$ cat src/rtl/core/sirt_pkg.sv
`timescale 1ns / 1ps

package sirt_pkg;

    // Largest radix the alphabet registers can describe.
    localparam int MAX_RADIX_DEF = 16;

    localparam int VALUE_W  = 32;
    localparam int DIGIT_W  = 4;
    localparam int RADIX_W  = 5;
    localparam int SYM_W    = 8;
    localparam int ALPHA_W  = 64;
    localparam int CFG_IDX_W = 2;
    localparam int MAX_DIGITS = 32;
    localparam int COUNT_W  = 6;
    localparam int STEP_W   = 5;

    // Configuration register indexes.
    localparam logic [CFG_IDX_W-1:0] REG_RADIX      = 2'd0;
    localparam logic [CFG_IDX_W-1:0] REG_ALPHA_LOW  = 2'd1;
    localparam logic [CFG_IDX_W-1:0] REG_ALPHA_HIGH = 2'd2;

    localparam logic [SYM_W-1:0] SIGN_PLUS  = 8'h2B;
    localparam logic [SYM_W-1:0] SIGN_MINUS = 8'h2D;

    typedef struct packed {
        logic done;
        logic ok;
    } chk_status_t;

    typedef struct packed {
        logic                 done;
        logic [VALUE_W-1:0]   quotient;
        logic [DIGIT_W-1:0]   remainder;
    } div_result_t;

    // Symbol byte for one digit, taken from the two alphabet registers.
    function automatic logic [SYM_W-1:0] symbol_of(
        input logic [ALPHA_W-1:0] alpha_low,
        input logic [ALPHA_W-1:0] alpha_high,
        input logic [DIGIT_W-1:0] digit
    );
        logic [ALPHA_W-1:0] word;
        word = digit[3] ? alpha_high : alpha_low;
        return word[{digit[2:0], 3'b000} +: SYM_W];
    endfunction

endpackage

$ cat src/rtl/core/signed_integer_to_radix_text.sv
// Only one input item is in flight at a time. It first goes through the alphabet check
// and is dropped if that fails; a negative value then emits a minus sign; a nonzero value
// goes through the shared bit-serial divider once per digit (a load step plus 32
// shift-subtract steps), then the symbols leave one per cycle while the output takes them.
// Reset: rst_n is asynchronous and active low; it returns the sequencer to idle and clears
// the output valid and all configuration registers to zero.
`timescale 1ns / 1ps

module signed_integer_to_radix_text
#(
    parameter int MAX_RADIX = sirt_pkg::MAX_RADIX_DEF
)
(
    input  logic                                clk,
    input  logic                                rst_n,
    // Input item: tdata[31:0] = value (signed).
    input  logic                                s_tvalid,
    output logic                                s_tready,
    input  logic [sirt_pkg::VALUE_W-1:0]        s_tdata,
    // Output item: tdata[7:0] = symbol; tlast marks the final symbol of a value's text.
    output logic                                m_tvalid,
    input  logic                                m_tready,
    output logic [sirt_pkg::SYM_W-1:0]          m_tdata,
    output logic                                m_tlast,
    // Configuration write port.
    input  logic                                cfg_we,
    input  logic [sirt_pkg::CFG_IDX_W-1:0]      cfg_index,
    input  logic [sirt_pkg::ALPHA_W-1:0]        cfg_data
);

    // Sequencer states, one-hot.
    typedef enum logic [4:0] {
        S_IDLE  = 5'b00001,
        S_CHECK = 5'b00010,
        S_SIGN  = 5'b00100,
        S_DIV   = 5'b01000,
        S_EMIT  = 5'b10000
    } state_t;

    localparam int STACK_W = sirt_pkg::MAX_DIGITS * sirt_pkg::DIGIT_W;

    state_t                             state_reg, state_next;
    logic                               neg_reg, neg_next;
    logic [sirt_pkg::VALUE_W-1:0]       mag_reg, mag_next;
    logic [STACK_W-1:0]                 stack_reg, stack_next;
    logic [sirt_pkg::COUNT_W-1:0]       count_reg, count_next;

    logic                               out_valid_reg, out_valid_next;
    logic [sirt_pkg::SYM_W-1:0]         out_sym_reg, out_sym_next;
    logic                               out_last_reg, out_last_next;

    logic [sirt_pkg::RADIX_W-1:0]       radix_reg;
    logic [sirt_pkg::ALPHA_W-1:0]       alpha_low_reg;
    logic [sirt_pkg::ALPHA_W-1:0]       alpha_high_reg;

    logic                               chk_start;
    sirt_pkg::chk_status_t              chk_status;
    logic                               div_start;
    sirt_pkg::div_result_t              div_result;
    logic                               out_free;
    logic                               in_accept;

    assign s_tready  = (state_reg == S_IDLE);
    assign in_accept = s_tvalid && s_tready;
    // The output register may be loaded when empty or when its item leaves this cycle.
    assign out_free  = !out_valid_reg || m_tready;

    assign m_tvalid = out_valid_reg;
    assign m_tdata  = out_sym_reg;
    assign m_tlast  = out_last_reg;

    // Configuration registers; writes to an index beyond the list are ignored.
    always_ff @(posedge clk or negedge rst_n)
    begin
        if (!rst_n)
        begin
            radix_reg      <= '0;
            alpha_low_reg  <= '0;
            alpha_high_reg <= '0;
        end
        else if (cfg_we)
        begin
            case (cfg_index)
                sirt_pkg::REG_RADIX:      radix_reg      <= cfg_data[sirt_pkg::RADIX_W-1:0];
                sirt_pkg::REG_ALPHA_LOW:  alpha_low_reg  <= cfg_data;
                sirt_pkg::REG_ALPHA_HIGH: alpha_high_reg <= cfg_data;
                default:                  ;
            endcase
        end
    end

    sirt_alpha_check
    #(
        .MAX_RADIX (MAX_RADIX)
    )
    u_check
    (
        .clk        (clk),
        .rst_n      (rst_n),
        .start      (chk_start),
        .radix      (radix_reg),
        .alpha_low  (alpha_low_reg),
        .alpha_high (alpha_high_reg),
        .status     (chk_status)
    );

    // The divider loads the value the magnitude register is about to take, so a new
    // division can start on the quotient in the same cycle the previous one finishes.
    sirt_divider u_divider
    (
        .clk      (clk),
        .rst_n    (rst_n),
        .start    (div_start),
        .dividend (mag_next),
        .divisor  (radix_reg),
        .result   (div_result)
    );

    // Digits are pushed least significant first into the low end of the stack and
    // popped from the same end, so they leave most significant first.
    always_comb
    begin
        state_next     = state_reg;
        neg_next       = neg_reg;
        mag_next       = mag_reg;
        stack_next     = stack_reg;
        count_next     = count_reg;
        out_valid_next = out_valid_reg && !m_tready;
        out_sym_next   = out_sym_reg;
        out_last_next  = out_last_reg;
        chk_start      = 1'b0;
        div_start      = 1'b0;

        case (state_reg)
            S_IDLE:
            begin
                if (in_accept)
                begin
                    neg_next   = s_tdata[sirt_pkg::VALUE_W-1];
                    // The magnitude of the most negative value wraps to itself, which is
                    // exactly its unsigned magnitude.
                    mag_next   = s_tdata[sirt_pkg::VALUE_W-1] ? (~s_tdata + 1'b1) : s_tdata;
                    count_next = '0;
                    chk_start  = 1'b1;
                    state_next = S_CHECK;
                end
            end
            S_CHECK:
            begin
                if (chk_status.done)
                begin
                    if (!chk_status.ok)
                    begin
                        state_next = S_IDLE;
                    end
                    else if (mag_reg == '0)
                    begin
                        // Zero is the digit-zero symbol alone.
                        stack_next = '0;
                        count_next = sirt_pkg::COUNT_W'(1);
                        state_next = S_EMIT;
                    end
                    else if (neg_reg)
                    begin
                        state_next = S_SIGN;
                    end
                    else
                    begin
                        div_start  = 1'b1;
                        state_next = S_DIV;
                    end
                end
            end
            S_SIGN:
            begin
                if (out_free)
                begin
                    out_valid_next = 1'b1;
                    out_sym_next   = sirt_pkg::SIGN_MINUS;
                    out_last_next  = 1'b0;
                    div_start      = 1'b1;
                    state_next     = S_DIV;
                end
            end
            S_DIV:
            begin
                if (div_result.done)
                begin
                    stack_next = {stack_reg[STACK_W-sirt_pkg::DIGIT_W-1:0], div_result.remainder};
                    count_next = count_reg + 1'b1;
                    mag_next   = div_result.quotient;
                    if (div_result.quotient == '0)
                    begin
                        state_next = S_EMIT;
                    end
                    else
                    begin
                        div_start = 1'b1;
                    end
                end
            end
            S_EMIT:
            begin
                if (out_free)
                begin
                    out_valid_next = 1'b1;
                    out_sym_next   = sirt_pkg::symbol_of(alpha_low_reg, alpha_high_reg,
                                                         stack_reg[sirt_pkg::DIGIT_W-1:0]);
                    out_last_next  = (count_reg == sirt_pkg::COUNT_W'(1));
                    stack_next     = {{sirt_pkg::DIGIT_W{1'b0}},
                                      stack_reg[STACK_W-1:sirt_pkg::DIGIT_W]};
                    count_next     = count_reg - 1'b1;
                    if (count_reg == sirt_pkg::COUNT_W'(1))
                    begin
                        state_next = S_IDLE;
                    end
                end
            end
            default:
            begin
                state_next = S_IDLE;
            end
        endcase
    end

    always_ff @(posedge clk or negedge rst_n)
    begin
        if (!rst_n)
        begin
            state_reg     <= S_IDLE;
            count_reg     <= '0;
            out_valid_reg <= 1'b0;
        end
        else
        begin
            state_reg     <= state_next;
            count_reg     <= count_next;
            out_valid_reg <= out_valid_next;
        end
    end

    always_ff @(posedge clk)
    begin
        neg_reg      <= neg_next;
        mag_reg      <= mag_next;
        stack_reg    <= stack_next;
        out_sym_reg  <= out_sym_next;
        out_last_reg <= out_last_next;
    end

endmodule

$ cat src/rtl/core/sirt_divider.sv
`timescale 1ns / 1ps

// Restoring bit-serial divider: a load step, then one quotient bit per cycle until done.
module sirt_divider
(
    input  logic                              clk,
    input  logic                              rst_n,
    input  logic                              start,
    input  logic [sirt_pkg::VALUE_W-1:0]      dividend,
    input  logic [sirt_pkg::RADIX_W-1:0]      divisor,
    output sirt_pkg::div_result_t             result
);

    logic                             busy_reg, busy_next;
    logic                             done_reg, done_next;
    logic [sirt_pkg::STEP_W-1:0]      step_reg, step_next;
    logic [sirt_pkg::VALUE_W-1:0]     quo_reg, quo_next;
    logic [sirt_pkg::DIGIT_W-1:0]     rem_reg, rem_next;
    logic [sirt_pkg::RADIX_W-1:0]     trial;
    logic [sirt_pkg::RADIX_W-1:0]     diff;
    logic                             fits;

    assign trial = {rem_reg, quo_reg[sirt_pkg::VALUE_W-1]};
    assign fits  = (trial >= divisor);
    assign diff  = trial - divisor;

    always_comb
    begin
        busy_next = busy_reg;
        done_next = 1'b0;
        step_next = step_reg;
        quo_next  = quo_reg;
        rem_next  = rem_reg;
        if (start && !busy_reg)
        begin
            busy_next = 1'b1;
            step_next = '0;
            quo_next  = dividend;
            rem_next  = '0;
        end
        else if (busy_reg)
        begin
            quo_next  = {quo_reg[sirt_pkg::VALUE_W-2:0], fits};
            rem_next  = fits ? diff[sirt_pkg::DIGIT_W-1:0] : trial[sirt_pkg::DIGIT_W-1:0];
            step_next = step_reg + 1'b1;
            if (step_reg == sirt_pkg::STEP_W'(sirt_pkg::VALUE_W - 1))
            begin
                busy_next = 1'b0;
                done_next = 1'b1;
            end
        end
    end

    always_ff @(posedge clk or negedge rst_n)
    begin
        if (!rst_n)
        begin
            busy_reg <= 1'b0;
            done_reg <= 1'b0;
            step_reg <= '0;
        end
        else
        begin
            busy_reg <= busy_next;
            done_reg <= done_next;
            step_reg <= step_next;
        end
    end

    always_ff @(posedge clk)
    begin
        quo_reg <= quo_next;
        rem_reg <= rem_next;
    end

    assign result.done      = done_reg;
    assign result.quotient  = quo_reg;
    assign result.remainder = rem_reg;

endmodule

$ cat src/rtl/core/sirt_alpha_check.sv
`timescale 1ns / 1ps

// Walks used symbols one per cycle; rejects a bad radix, signs and duplicates.
module sirt_alpha_check
#(
    parameter int MAX_RADIX = sirt_pkg::MAX_RADIX_DEF
)
(
    input  logic                              clk,
    input  logic                              rst_n,
    input  logic                              start,
    input  logic [sirt_pkg::RADIX_W-1:0]      radix,
    input  logic [sirt_pkg::ALPHA_W-1:0]      alpha_low,
    input  logic [sirt_pkg::ALPHA_W-1:0]      alpha_high,
    output sirt_pkg::chk_status_t             status
);

    logic                           busy_reg, busy_next;
    logic [sirt_pkg::DIGIT_W-1:0]   idx_reg, idx_next;
    logic [sirt_pkg::SYM_W-1:0]     sym_cur;
    logic                           range_bad;
    logic                           sign_bad;
    logic                           dup;
    logic                           at_end;

    assign sym_cur   = sirt_pkg::symbol_of(alpha_low, alpha_high, idx_reg);
    assign range_bad = (radix < sirt_pkg::RADIX_W'(2))
                     || (radix > sirt_pkg::RADIX_W'(MAX_RADIX));
    assign sign_bad  = (sym_cur == sirt_pkg::SIGN_PLUS) || (sym_cur == sirt_pkg::SIGN_MINUS);
    assign at_end    = ({1'b0, idx_reg} == (radix - sirt_pkg::RADIX_W'(1)));

    always_comb
    begin
        dup = 1'b0;
        for (int j = 0; j < 16; j++)
        begin
            if ((sirt_pkg::DIGIT_W'(j) < idx_reg)
                && (sirt_pkg::symbol_of(alpha_low, alpha_high, sirt_pkg::DIGIT_W'(j)) == sym_cur))
            begin
                dup = 1'b1;
            end
        end
    end

    always_comb
    begin
        busy_next   = busy_reg;
        idx_next    = idx_reg;
        status.done = 1'b0;
        status.ok   = 1'b0;
        if (busy_reg)
        begin
            if (range_bad || sign_bad || dup)
            begin
                status.done = 1'b1;
                busy_next   = 1'b0;
            end
            else if (at_end)
            begin
                status.done = 1'b1;
                status.ok   = 1'b1;
                busy_next   = 1'b0;
            end
            else
            begin
                idx_next = idx_reg + 1'b1;
            end
        end
        else if (start)
        begin
            busy_next = 1'b1;
            idx_next  = '0;
        end
    end

    always_ff @(posedge clk or negedge rst_n)
    begin
        if (!rst_n)
        begin
            busy_reg <= 1'b0;
            idx_reg  <= '0;
        end
        else
        begin
            busy_reg <= busy_next;
            idx_reg  <= idx_next;
        end
    end

endmodule
$ cat config.mk
export PLATFORM = sky130hd
export DESIGN_NAME = signed_integer_to_radix_text
export DESIGN_NICKNAME = d
export VERILOG_FILES = /design/src/rtl/core/sirt_pkg.sv /design/src/rtl/core/signed_integer_to_radix_text.sv /design/src/rtl/core/sirt_divider.sv /design/src/rtl/core/sirt_alpha_check.sv
export SDC_FILE = /design/constraint.sdc
export NUM_CORES = 1
export LEC_CHECK = 0
export BUFFER_PORTS_ARGS = -buffer_cell sky130_fd_sc_hd__buf_2
export CAP_MARGIN = 5
export CORE_MARGIN = 5
export CORE_UTILIZATION = 40
export CTS_CLUSTER_DIAMETER = 100
export DETAILED_ROUTE_END_ITERATION = 8
export SYNTH_ARGS = -nofsm -noshare
export SYNTH_HDL_FRONTEND = slang
export SYNTH_SLANG_ARGS = --single-unit
$ cat constraint.sdc
create_clock -name clk -period 7.7 [get_ports clk]
set_clock_uncertainty 0.05 [all_clocks]
set_input_delay 1.155 -clock clk [delete_from_list [all_inputs] [get_ports clk]]
set_output_delay 1.155 -clock clk [all_outputs]
set_load 0.05 [all_outputs]
==> results.sh, run 1 <==
export IMPL_grt_use_met3=0.04893
export IMPL_cp_required_ns=7.87
export IMPL_placementRows=84
export IMPL_nets=1939
export IMPL_ys_warn_count=0
export IMPL_max_freq_mhz=156.8
export IMPL_p_leak_uw=0.008771
export IMPL_grt_use_met2=0.3527
export IMPL_syn_area_per_cell_sq_um=11.97
export IMPL_wire_per_inst_microns=25.51
export IMPL_first_pass_iters=5
export IMPL_synth_common_cells="170 x edfxtp_1, 156 x dfrtp_1, 155 x mux2_2, 145 x a22o_1, 90 x o21ai_0"
export IMPL_synth_edf_count=170
export IMPL_insertion_delay_ns=0.57
export IMPL_hold_viol=0
export IMPL_drc=0
export IMPL_yosysTopAreaCell="edfxtp_1"
export IMPL_vdd_ir_drop_worst_uv=199.4
export IMPL_slew_viol_final=0
export IMPL_cts_reportedPaths_clkPinSlew_ns=0.06
export IMPL_via_per_inst=6.088
export IMPL_power_density_mw_per_mm2=408.0
export IMPL_combPwrFrac=0.438
export IMPL_critical_path_buf_inv_count=1
export IMPL_die_x_microns=239.4
export IMPL_synthArstFlopShare=0.4325
export IMPL_io_pins=114
export IMPL_post_cts_buffers=0
export IMPL_crit_chain="nand2_1 -> o22ai_1 -> or2_1 -> xor2_1 -> o221ai_1 -> nor4_1 -> a211o_1 -> nor4_4 -> nand4_1 -> nand2_1 -> and2_4 -> buf_4"
export IMPL_synth_distinct_cells=89
export IMPL_root_buffer="clkbuf_16"
export IMPL_drtAntennaViolNets=0
export IMPL_outcome="completed"
export IMPL_drive_above_1_share=0.2594
export IMPL_setup_viol=0
export IMPL_dieHeight_microns=239.4
export IMPL_synth_ff_type="edfxtp_1"
export IMPL_synth_area_leaders="edfxtp_1 24%, dfrtp_1 19%, mux2_2 8.3%"
export IMPL_antenna_found_initial=1
export IMPL_cts_tree="done"
export IMPL_timing_hold_ws_ns=0.4226
export IMPL_grt_pass1_vias=15379
export IMPL_internal_power_uw=5544
export IMPL_met1_usage=0.2900
export IMPL_hold_buffers=0
export IMPL_dieArea_sq_mm=0.05729
export IMPL_n_fill_cell=4814
export IMPL_grt_max_degree=96
export IMPL_worst_pin_slew_ns=1.095
export IMPL_core_sq_mm=0.05234
export IMPL_gp_congestion=1.027
export IMPL_dp_hpwl_mm=46.81
export IMPL_post_cts_resized=0
export IMPL_finalCritPeriodShare=0.8283
export IMPL_initial_utilization=0.4020
export IMPL_final_setup_tns_ns=0
export IMPL_sequentialPowerShare=0.356
export IMPL_ctsHtreeMaxLevel=2
export IMPL_synth_area_sq_mm=0.02104
export IMPL_min_period_ns=6.378
export IMPL_grt_use_total=0.2205
export IMPL_synthCells=1758
export IMPL_seq_area_frac_synth=0.4636
export IMPL_ys_ff_latch=363
export IMPL_p_sw_uw=4009
export IMPL_crit_fanout=54
export IMPL_cts_path_max_buffers=3
export IMPL_yosysTopAreaCellShare=0.2426
export IMPL_dr_first_iter_drc_count=1579
export IMPL_slew_headroom=0.2698
export IMPL_worstPathArrival_ns=6.55
export IMPL_criticalPathCategory="flop to flop"
export IMPL_endpoint_kind="flop"
export IMPL_busiest_layer="met2"
export IMPL_cpMostUsedCell="nand2_1"
export IMPL_routed_wl_mm=64.88
export IMPL_synth_net_count=1876
export IMPL_crit_family="simple AND/OR/NAND/NOR gates"
export IMPL_start_kind="flop"
export IMPL_cts_sinks=363
export IMPL_numCtsBuffers=41
export IMPL_clock_power_share=0.205
export IMPL_holdCritPathClass="flop to flop"
export IMPL_grt_setup_unrepaired="false"
export IMPL_maxCapViolations=0
export IMPL_grt_overflow_total=0
export IMPL_largest_reg_flops=128
export IMPL_grt_pass1_wl_mm=97.28
export IMPL_syn2layout_area_growth_pct=11.27
export IMPL_synth_most_common_cell="edfxtp_1"
export IMPL_port_buffers=113
export IMPL_switching_share=0.4196
export IMPL_vias=15483
export IMPL_cp_slowest_cell="dfrtp_1"
export IMPL_crit_path_max_incr_delay_ns=1.07
layout by cell type (no fill, tap or decap), drive strengths merged, types with 20 or more instances in the layout:
cell	Yosys	routed
edfxtp	170	170
a21oi	29	29
nand3	32	32
nor2	43	43
clkbuf	72	59
nor3	45	45
a22o	146	146
mux4	43	43
xnor2	67	67
dfxtp	36	36
mux2	185	185
o21ai	93	93
dfrtp	156	156
xor2	88	88
nand2	69	69
a22oi	43	43
inv	37	39
o22ai	20	20
nand4	25	25
buf	46	138
mux2i	52	52
or3	22	22
nor4	28	28
final cells by class:
class	count	area [sq um]	share of cell area
antenna	1	2.502	0.0001069
clock buffer	59	1215	0.05189
clock inverter	17	156.4	0.006680
inverter	38	142.6	0.006092
multi-input combinational	1239	10520	0.4492
sequential	363	9761	0.4169
tap	688	860.8	0.03677
timing repair buffer	138	759.5	0.03244
per-layer routing:
layer | wire length, microns | up-vias | part of all wire
li1 | - | 6965 | -
met1 | 27090 | 7736 | 0.42
met2 | 30220 | 640 | 0.47
met3 | 4699 | 142 | 0.072
met4 | 2878 | 0 | 0.044
met5 | 0 | - | 0
power by group through the flow:
stage / clock [uW] / sequential, uW / combinational [uW]
finish: 1960 / 3400 / 4190
global route: 2100 / 3470 / 4450
CTS: 2010 / 3390 / 4110
detailed placement: 0 / 3420 / 4080
global placement: 0 / 3410 / 4080
floorplan: 0 / 3130 / 3100
cells by family after synthesis:
family	share of synthesized area
AO/OA/AOI/OAI	0.1566
flip-flops	0.4636
AND/OR/NAND/NOR	0.09353
multiplexers	0.1751
buffers and inverters	0.03734
XOR/XNOR	0.06451
adder cells (fa/ha/maj)	0.009276
worst register-to-register path, delay by kind of cell, from the launching register on:
family	cells	cell delay [ns]
DFF	1	1.07
xor gates and xnor gates	1	0.13
buffers and inverters	1	0.52
and+or+nand+nor	7	3.00
AOI/OAI and AO/OA	3	1.23
through the flow:
stage          power [uW]  area (sq um)  worst slack, ns  std cells    util
2_1_floorplan        6237         21040            1.160       1758       -
3_3_place_gp         7490         22040            1.692       2466  0.4211
3_5_place_dp         7504         22040            1.491       2466  0.4211
4_1_cts              9513         23410            1.459       2542  0.4473
5_1_grt             10010         23410           0.9953       2542  0.4473
6_report             9552         23410            1.322       2543  0.4473
final timing paths:
kind,to,startpoint,depth (start not counted),slack [ns]
max in group asynchronous,alpha_low_reg[33],rst_n,2,5.59
min in group asynchronous,alpha_low_reg[19],rst_n,1,0.59
max reg2reg,stack_reg[33],u_check.idx_reg[1],12,1.32
max,stack_reg[33],u_check.idx_reg[1],12,1.32
min,mag_reg[0],mag_reg[0],2,0.42
min reg2reg,mag_reg[0],mag_reg[0],2,0.42
Note: power is estimated with default switching activity, not from simulation.
==> run 2, diff against run 1 <==
==> constraint.sdc (replaced) <==
create_clock -name clk -period 5.2 [get_ports clk]
set_clock_uncertainty 0.05 [all_clocks]
set_input_delay 0.78 -clock clk [delete_from_list [all_inputs] [get_ports clk]]
set_output_delay 0.78 -clock clk [all_outputs]
set_load 0.05 [all_outputs]
==> run 2 against run 1 <==
Non-clock buffer count is 20 higher. Largest cell class unchanged. Highest routed layer unchanged. Worst hold slack got worse by 0.26 ns. Combinational power is 56% higher. Wire length is 1.8% higher. First-iteration DRC count fell by 13%.
==> results.sh, run 2 (synthesis gave the netlist of run 1 again) <==
export IMPL_criticalPathCategory="flop to flop"
export IMPL_worstReg2RegStart="u_check.idx_reg[3]"
export IMPL_outcome="completed"
export IMPL_root_buffer="clkbuf_16"
export IMPL_nets=1959
export IMPL_power_density_mw_per_mm2=604.0
export IMPL_grt_setup_unrepaired="false"
export IMPL_cts_sinks=363
export IMPL_antenna_found_initial=0
export IMPL_first_pass_iters=5
export IMPL_die_x_microns=239.4
export IMPL_start_kind="flop"
export IMPL_via_per_inst=6.121
export IMPL_ctsHtreeMaxLevel=2
export IMPL_grt_max_degree=128
export IMPL_multi_input_area_sq_mm=0.01052
export IMPL_core_sq_mm=0.05234
export IMPL_postLayoutCellArea_sq_mm=0.02356
export IMPL_largest_reg_flops=128
export IMPL_endpoint_kind="flop"
export IMPL_cts_path_max_buffers=3
export IMPL_sequentialPowerShare=0.348
export IMPL_grt_use_total=0.2238
export IMPL_internal_power_uw=8212
export IMPL_p_leak_uw=0.008827
export IMPL_clock_power_share=0.193
export IMPL_worst_pin_slew_ns=1.244
export IMPL_grt_overflow_total=0
export IMPL_grt_pass1_wl_mm=98.68
export IMPL_dieArea_sq_mm=0.05729
export IMPL_syn2layout_area_growth_pct=11.98
export IMPL_gp_congestion=0.9902
export IMPL_r2r_cells=14
export IMPL_crit_fanout=81
export IMPL_switching_share=0.4230
export IMPL_n_fill_cell=4884
export IMPL_ff_latch_area_sq_mm=0.009761
export IMPL_max_freq_mhz=201.4
export IMPL_routed_wl_mm=66.03
export IMPL_numCtsBuffers=41
export IMPL_maxCapViolations=0
export IMPL_slew_viol_final=0
export IMPL_p_sw_uw=6020
export IMPL_dpl_cell_area_sq_mm=0.02230
export IMPL_dp_slack_ns=0.1217
export IMPL_drtAntennaViolNets=0
export IMPL_combPwrFrac=0.459
export IMPL_placementRows=84
export IMPL_grt_pass1_vias=15291
export IMPL_critical_path_buf_inv_count=3
export IMPL_cts_tree="done"
export IMPL_vias=15670
export IMPL_final_common_cell="edfxtp_1"
export IMPL_drive_above_1_share=0.2591
export IMPL_finalWorstSetupSlack_ns=0.2346
export IMPL_io_pins=114
export IMPL_hold_viol=0
export IMPL_vdd_ir_drop_worst_uv=361.7
export IMPL_min_period_ns=4.965
export IMPL_finalCritPeriodShare=0.9549
export IMPL_dr_first_iter_drc_count=1374
export IMPL_timing_hold_ws_ns=0.1604
export IMPL_crit_family="simple AND/OR/NAND/NOR gates"
export IMPL_holdCritPathClass="primary input to asynchronous set/reset pin"
export IMPL_mostFrequentLayoutCells="170 x edfxtp_1, 155 x mux2_2, 154 x dfrtp_1"
export IMPL_worstPathArrival_ns=5.14
export IMPL_cp_required_ns=5.37
export IMPL_port_buffers=113
export IMPL_num_antenna_cells=0
export IMPL_slew_headroom=0.1707
export IMPL_drc=0
export IMPL_timing_rr_end="stack_reg[59]"
export IMPL_wire_per_inst_microns=25.79
export IMPL_setup_viol=0
export IMPL_crit_path_max_incr_delay_ns=0.78
export IMPL_initial_utilization=0.4020
export IMPL_dp_hpwl_mm=48.00
export IMPL_dieHeight_microns=239.4
export IMPL_cp_slowest_cell="dfrtp_4"
export IMPL_cts_reportedPaths_clkPinSlew_ns=0.06
export IMPL_rrSetupSlack_ns=0.23
export IMPL_crit_chain="buf_4 -> mux2i_1 -> a22o_1 -> nor2_2 -> xnor2_1 -> nand4_1 -> nor4_1 -> buf_4 -> a211oi_1 -> and4b_1 -> nand4_1 -> nand2_1 -> and2_4 -> buf_12"
export IMPL_insertion_delay_ns=0.58
export IMPL_final_setup_tns_ns=0
[run 2: timing repair]
| action | CTS | global route |
|---|---|---|
| endpoints found under the setup margin | 0 | 116 |
| resized for setup | 0 | 1 |
| setup buffers | 0 | 0 |
| hold buffers | 0 | 0 |
[run 2: power by group through the flow]
stage	logic [uW]	registers [uW]	clock network (uW)
final	6530	4960	2740
after global routing	6880	5060	2940
after detailed placement	6370	4980	0
after floorplan	4600	4610	0
after CTS	6410	4940	2810
after global placement	6370	4970	0
[run 2: area by class of cell]
type,instances,area share
Sequential cell,363,0.4142
Timing Repair Buffer,158,0.04338
Multi-Input combinational cell,1239,0.4466
Inverter,38,0.006053
Tap cell,688,0.03653
Clock buffer,62,0.04954
Clock inverter,12,0.003717
[run 2: per-layer routing]
| layer | routed length [microns] | global-route usage | vias up | share of wire |
|---|---|---|---|---|
| met2 | 31140 | 0.3625 | 571 | 0.47 |
| met4 | 2378 | 0.07764 | 0 | 0.036 |
| li1 | - | - | 6994 | - |
| met3 | 3910 | 0.03719 | 117 | 0.059 |
| met5 | 0 | 0 | - | 0 |
| met1 | 28610 | 0.3065 | 7988 | 0.43 |
[run 2: worst reg2reg max path: cells and delay by family, from the launching register on]
family / cells / cell delay [ns]
AOI/OAI and AO/OA: 2 / 0.67
xor gates and xnor gates: 1 / 0.16
DFF: 1 / 0.78
muxes: 1 / 0.15
and+or+nand+nor: 7 / 1.88
buffers and inverters: 3 / 0.84
[run 2: worst max path at each step]
stage	from	to	slack, ns	cells past startpoint
after floorplan	u_check.idx_reg[3]	stack_reg[0]	0.08	14
after global placement	u_check.idx_reg[3]	stack_reg[114]	0.11	13
after detailed placement	u_check.idx_reg[3]	stack_reg[106]	0.12	13
after CTS	u_check.idx_reg[3]	stack_reg[106]	0.09	14
after global routing	u_check.idx_reg[3]	stack_reg[106]	0.03	13
final	u_check.idx_reg[3]	stack_reg[59]	0.23	14
[run 2: per-stage QoR]
step           power (uW)  utilization  cells
2_1_floorplan        9203            -   1758
3_3_place_gp        11340       0.4261   2486
3_5_place_dp        11360       0.4261   2486
4_1_cts             14170       0.4501   2560
5_1_grt             14880       0.4502   2560
6_report            14230       0.4502   2560
==> run 3, diff against run 2 <==
--- a/config.mk
+++ b/config.mk
@@ -7,8 +7,10 @@
 export LEC_CHECK = 0
 export BUFFER_PORTS_ARGS = -buffer_cell sky130_fd_sc_hd__buf_2
 export CAP_MARGIN = 5
+export CORE_ASPECT_RATIO = 1.2
 export CORE_MARGIN = 5
 export CORE_UTILIZATION = 40
+export CTS_BUF_LIST = sky130_fd_sc_hd__clkbuf_16
 export CTS_CLUSTER_DIAMETER = 100
 export DETAILED_ROUTE_END_ITERATION = 8
 export SYNTH_ARGS = -nofsm -noshare
==> run 3 against run 2 <==
Wire length rose by 5.0%. Clock power rose by 4%. Global-route usage rose by 1.3 points. Critical path type unchanged. Largest cell class unchanged.
==> results.sh, run 3 (synthesis gave the netlist of run 1 again) <==
export IMPL_drc=0
export IMPL_cts_sinks=363
export IMPL_crit_end="state_reg[4]"
export IMPL_grt_use_total=0.2366
export IMPL_routed_wl_mm=69.34
export IMPL_worstReg2RegStart="u_check.idx_reg[1]"
export IMPL_insertion_delay_ns=0.58
export IMPL_crit_fanout=20
export IMPL_maxCapViolations=0
export IMPL_drive_above_1_share=0.2702
export IMPL_crit_path_max_incr_delay_ns=0.90
export IMPL_via_per_inst=6.010
export IMPL_cts_tree="done"
export IMPL_critical_path_buf_inv_count=3
export IMPL_setup_viol=0
export IMPL_final_setup_tns_ns=0
export IMPL_start_kind="flop"
export IMPL_timing_hold_ws_ns=0.1616
export IMPL_numCtsBuffers=40
export IMPL_syn2layout_area_growth_pct=13.38
export IMPL_switching_share=0.4213
export IMPL_final_common_cell="edfxtp_1"
export IMPL_antenna_found_initial=0
export IMPL_cts_path_max_buffers=3
export IMPL_port_buffers=113
export IMPL_initial_utilization=0.4018
export IMPL_endpoint_kind="flop"
export IMPL_holdCritPathClass="primary input to asynchronous set/reset pin"
export IMPL_timing_rr_end="state_reg[4]"
export IMPL_crit_chain="buf_4 -> nor2b_1 -> buf_12 -> a22o_1 -> nor3_1 -> o21ai_0 -> a221oi_1 -> nand4_1 -> o31ai_1 -> nor4_4 -> buf_4 -> a31o_2 -> nor2b_1 -> mux2_2"
export IMPL_finalCritPeriodShare=0.9395
export IMPL_sequentialPowerShare=0.339
export IMPL_min_period_ns=4.885
export IMPL_die_x_microns=219.4
export IMPL_post_cts_resized=0
export IMPL_cp_required_ns=5.60
export IMPL_rrSetupSlack_ns=0.31
export IMPL_grt_pass1_wl_mm=102.7
export IMPL_largest_reg_flops=128
export IMPL_criticalPathCategory="flop to flop"
export IMPL_dr_first_iter_drc_count=1609
export IMPL_worstPathArrival_ns=5.29
export IMPL_drtAntennaViolNets=0
export IMPL_nets=1981
export IMPL_max_freq_mhz=204.7
export IMPL_clock_power_share=0.195
export IMPL_grt_overflow_total=0
export IMPL_dieHeight_microns=261.3
export IMPL_cp_depth=14
export IMPL_r2r_cells=14
export IMPL_placementRows=92
export IMPL_cp_slowest_cell="nor3_1"
export IMPL_slew_headroom=0.2514
export IMPL_combPwrFrac=0.466
export IMPL_internal_power_uw=8427
export IMPL_root_buffer="clkbuf_16"
export IMPL_critPathLaunch="u_check.idx_reg[1]"
export IMPL_io_pins=114
export IMPL_wire_per_inst_microns=26.67
export IMPL_dieArea_sq_mm=0.05731
export IMPL_worst_pin_slew_ns=1.114
export IMPL_ctsHtreeMaxLevel=2
export IMPL_post_cts_buffers=0
export IMPL_vias=15625
export IMPL_first_pass_iters=6
export IMPL_crit_family="compound AO/OA/AOI/OAI gates"
export IMPL_vdd_ir_drop_worst_uv=265.4
export IMPL_hold_buffers=0
export IMPL_p_leak_uw=0.009025
export IMPL_slew_viol_final=0
export IMPL_grt_pass1_vias=15621
export IMPL_dp_hpwl_mm=51.71
export IMPL_outcome="completed"
export IMPL_power_density_mw_per_mm2=610.4
export IMPL_p_sw_uw=6135
export IMPL_core_sq_mm=0.05238
export IMPL_grt_max_degree=114
export IMPL_num_antenna_cells=0
export IMPL_hold_viol=0
export IMPL_mostFrequentLayoutCells="170 x edfxtp_1, 155 x mux2_2, 154 x dfrtp_1"
export IMPL_gp_congestion=0.9919
export IMPL_cts_reportedPaths_clkPinSlew_ns=0.06
export IMPL_grt_setup_unrepaired="false"
## run 3: metrics by stage
stage                     std cells  utilization  setup WS (ns)  power (uW)  instance area (sq um)
final                          2600       0.4555         0.3148       14560                  23860
after global placement         2525       0.4301         0.1874       11650                  22530
after detailed placement       2526       0.4302         0.3765       11650                  22530
after CTS                      2600       0.4555         0.3560       14580                  23860
after global routing           2600       0.4555         0.1993       15240                  23860
after floorplan                1758            -        0.08254        9203                  21040
## run 3: worst min path at each step
stage	cells after the start	slack, ns	to
floorplan	2	0.39	mag_reg[0]
global placement	2	0.42	mag_reg[0]
detailed placement	2	0.43	mag_reg[0]
CTS	1	0.18	alpha_high_reg[13]
global route	1	0.20	alpha_high_reg[13]
finish	1	0.16	alpha_high_reg[13]
## run 3: layout make-up
type | instances | area, sq um
inverters | 38 | 142.6
fillers | 4810 | 28520
clock inverters | 33 | 300.3
clock buffers | 41 | 1026
flip-flops and latches | 363 | 9761
well taps | 705 | 882.1
multi-input cells | 1239 | 10520
repair buffers | 181 | 1230
## run 3: per-layer routing
| layer | up-vias | part of all wire | track usage |
|---|---|---|---|
| met5 | - | 0 | 0 |
| li1 | 7035 | - | - |
| met3 | 146 | 0.047 | 0.03133 |
| met4 | 0 | 0.047 | 0.09841 |
| met1 | 7923 | 0.40 | 0.2963 |
| met2 | 521 | 0.50 | 0.4127 |
## run 3: power groups by stage
stage | sequential, uW | combinational, uW | clock, uW
floorplan | 4610 | 4600 | 0
global route | 5030 | 7180 | 3040
detailed placement | 4960 | 6700 | 0
global placement | 4940 | 6710 | 0
finish | 4930 | 6790 | 2840
CTS | 4920 | 6730 | 2930
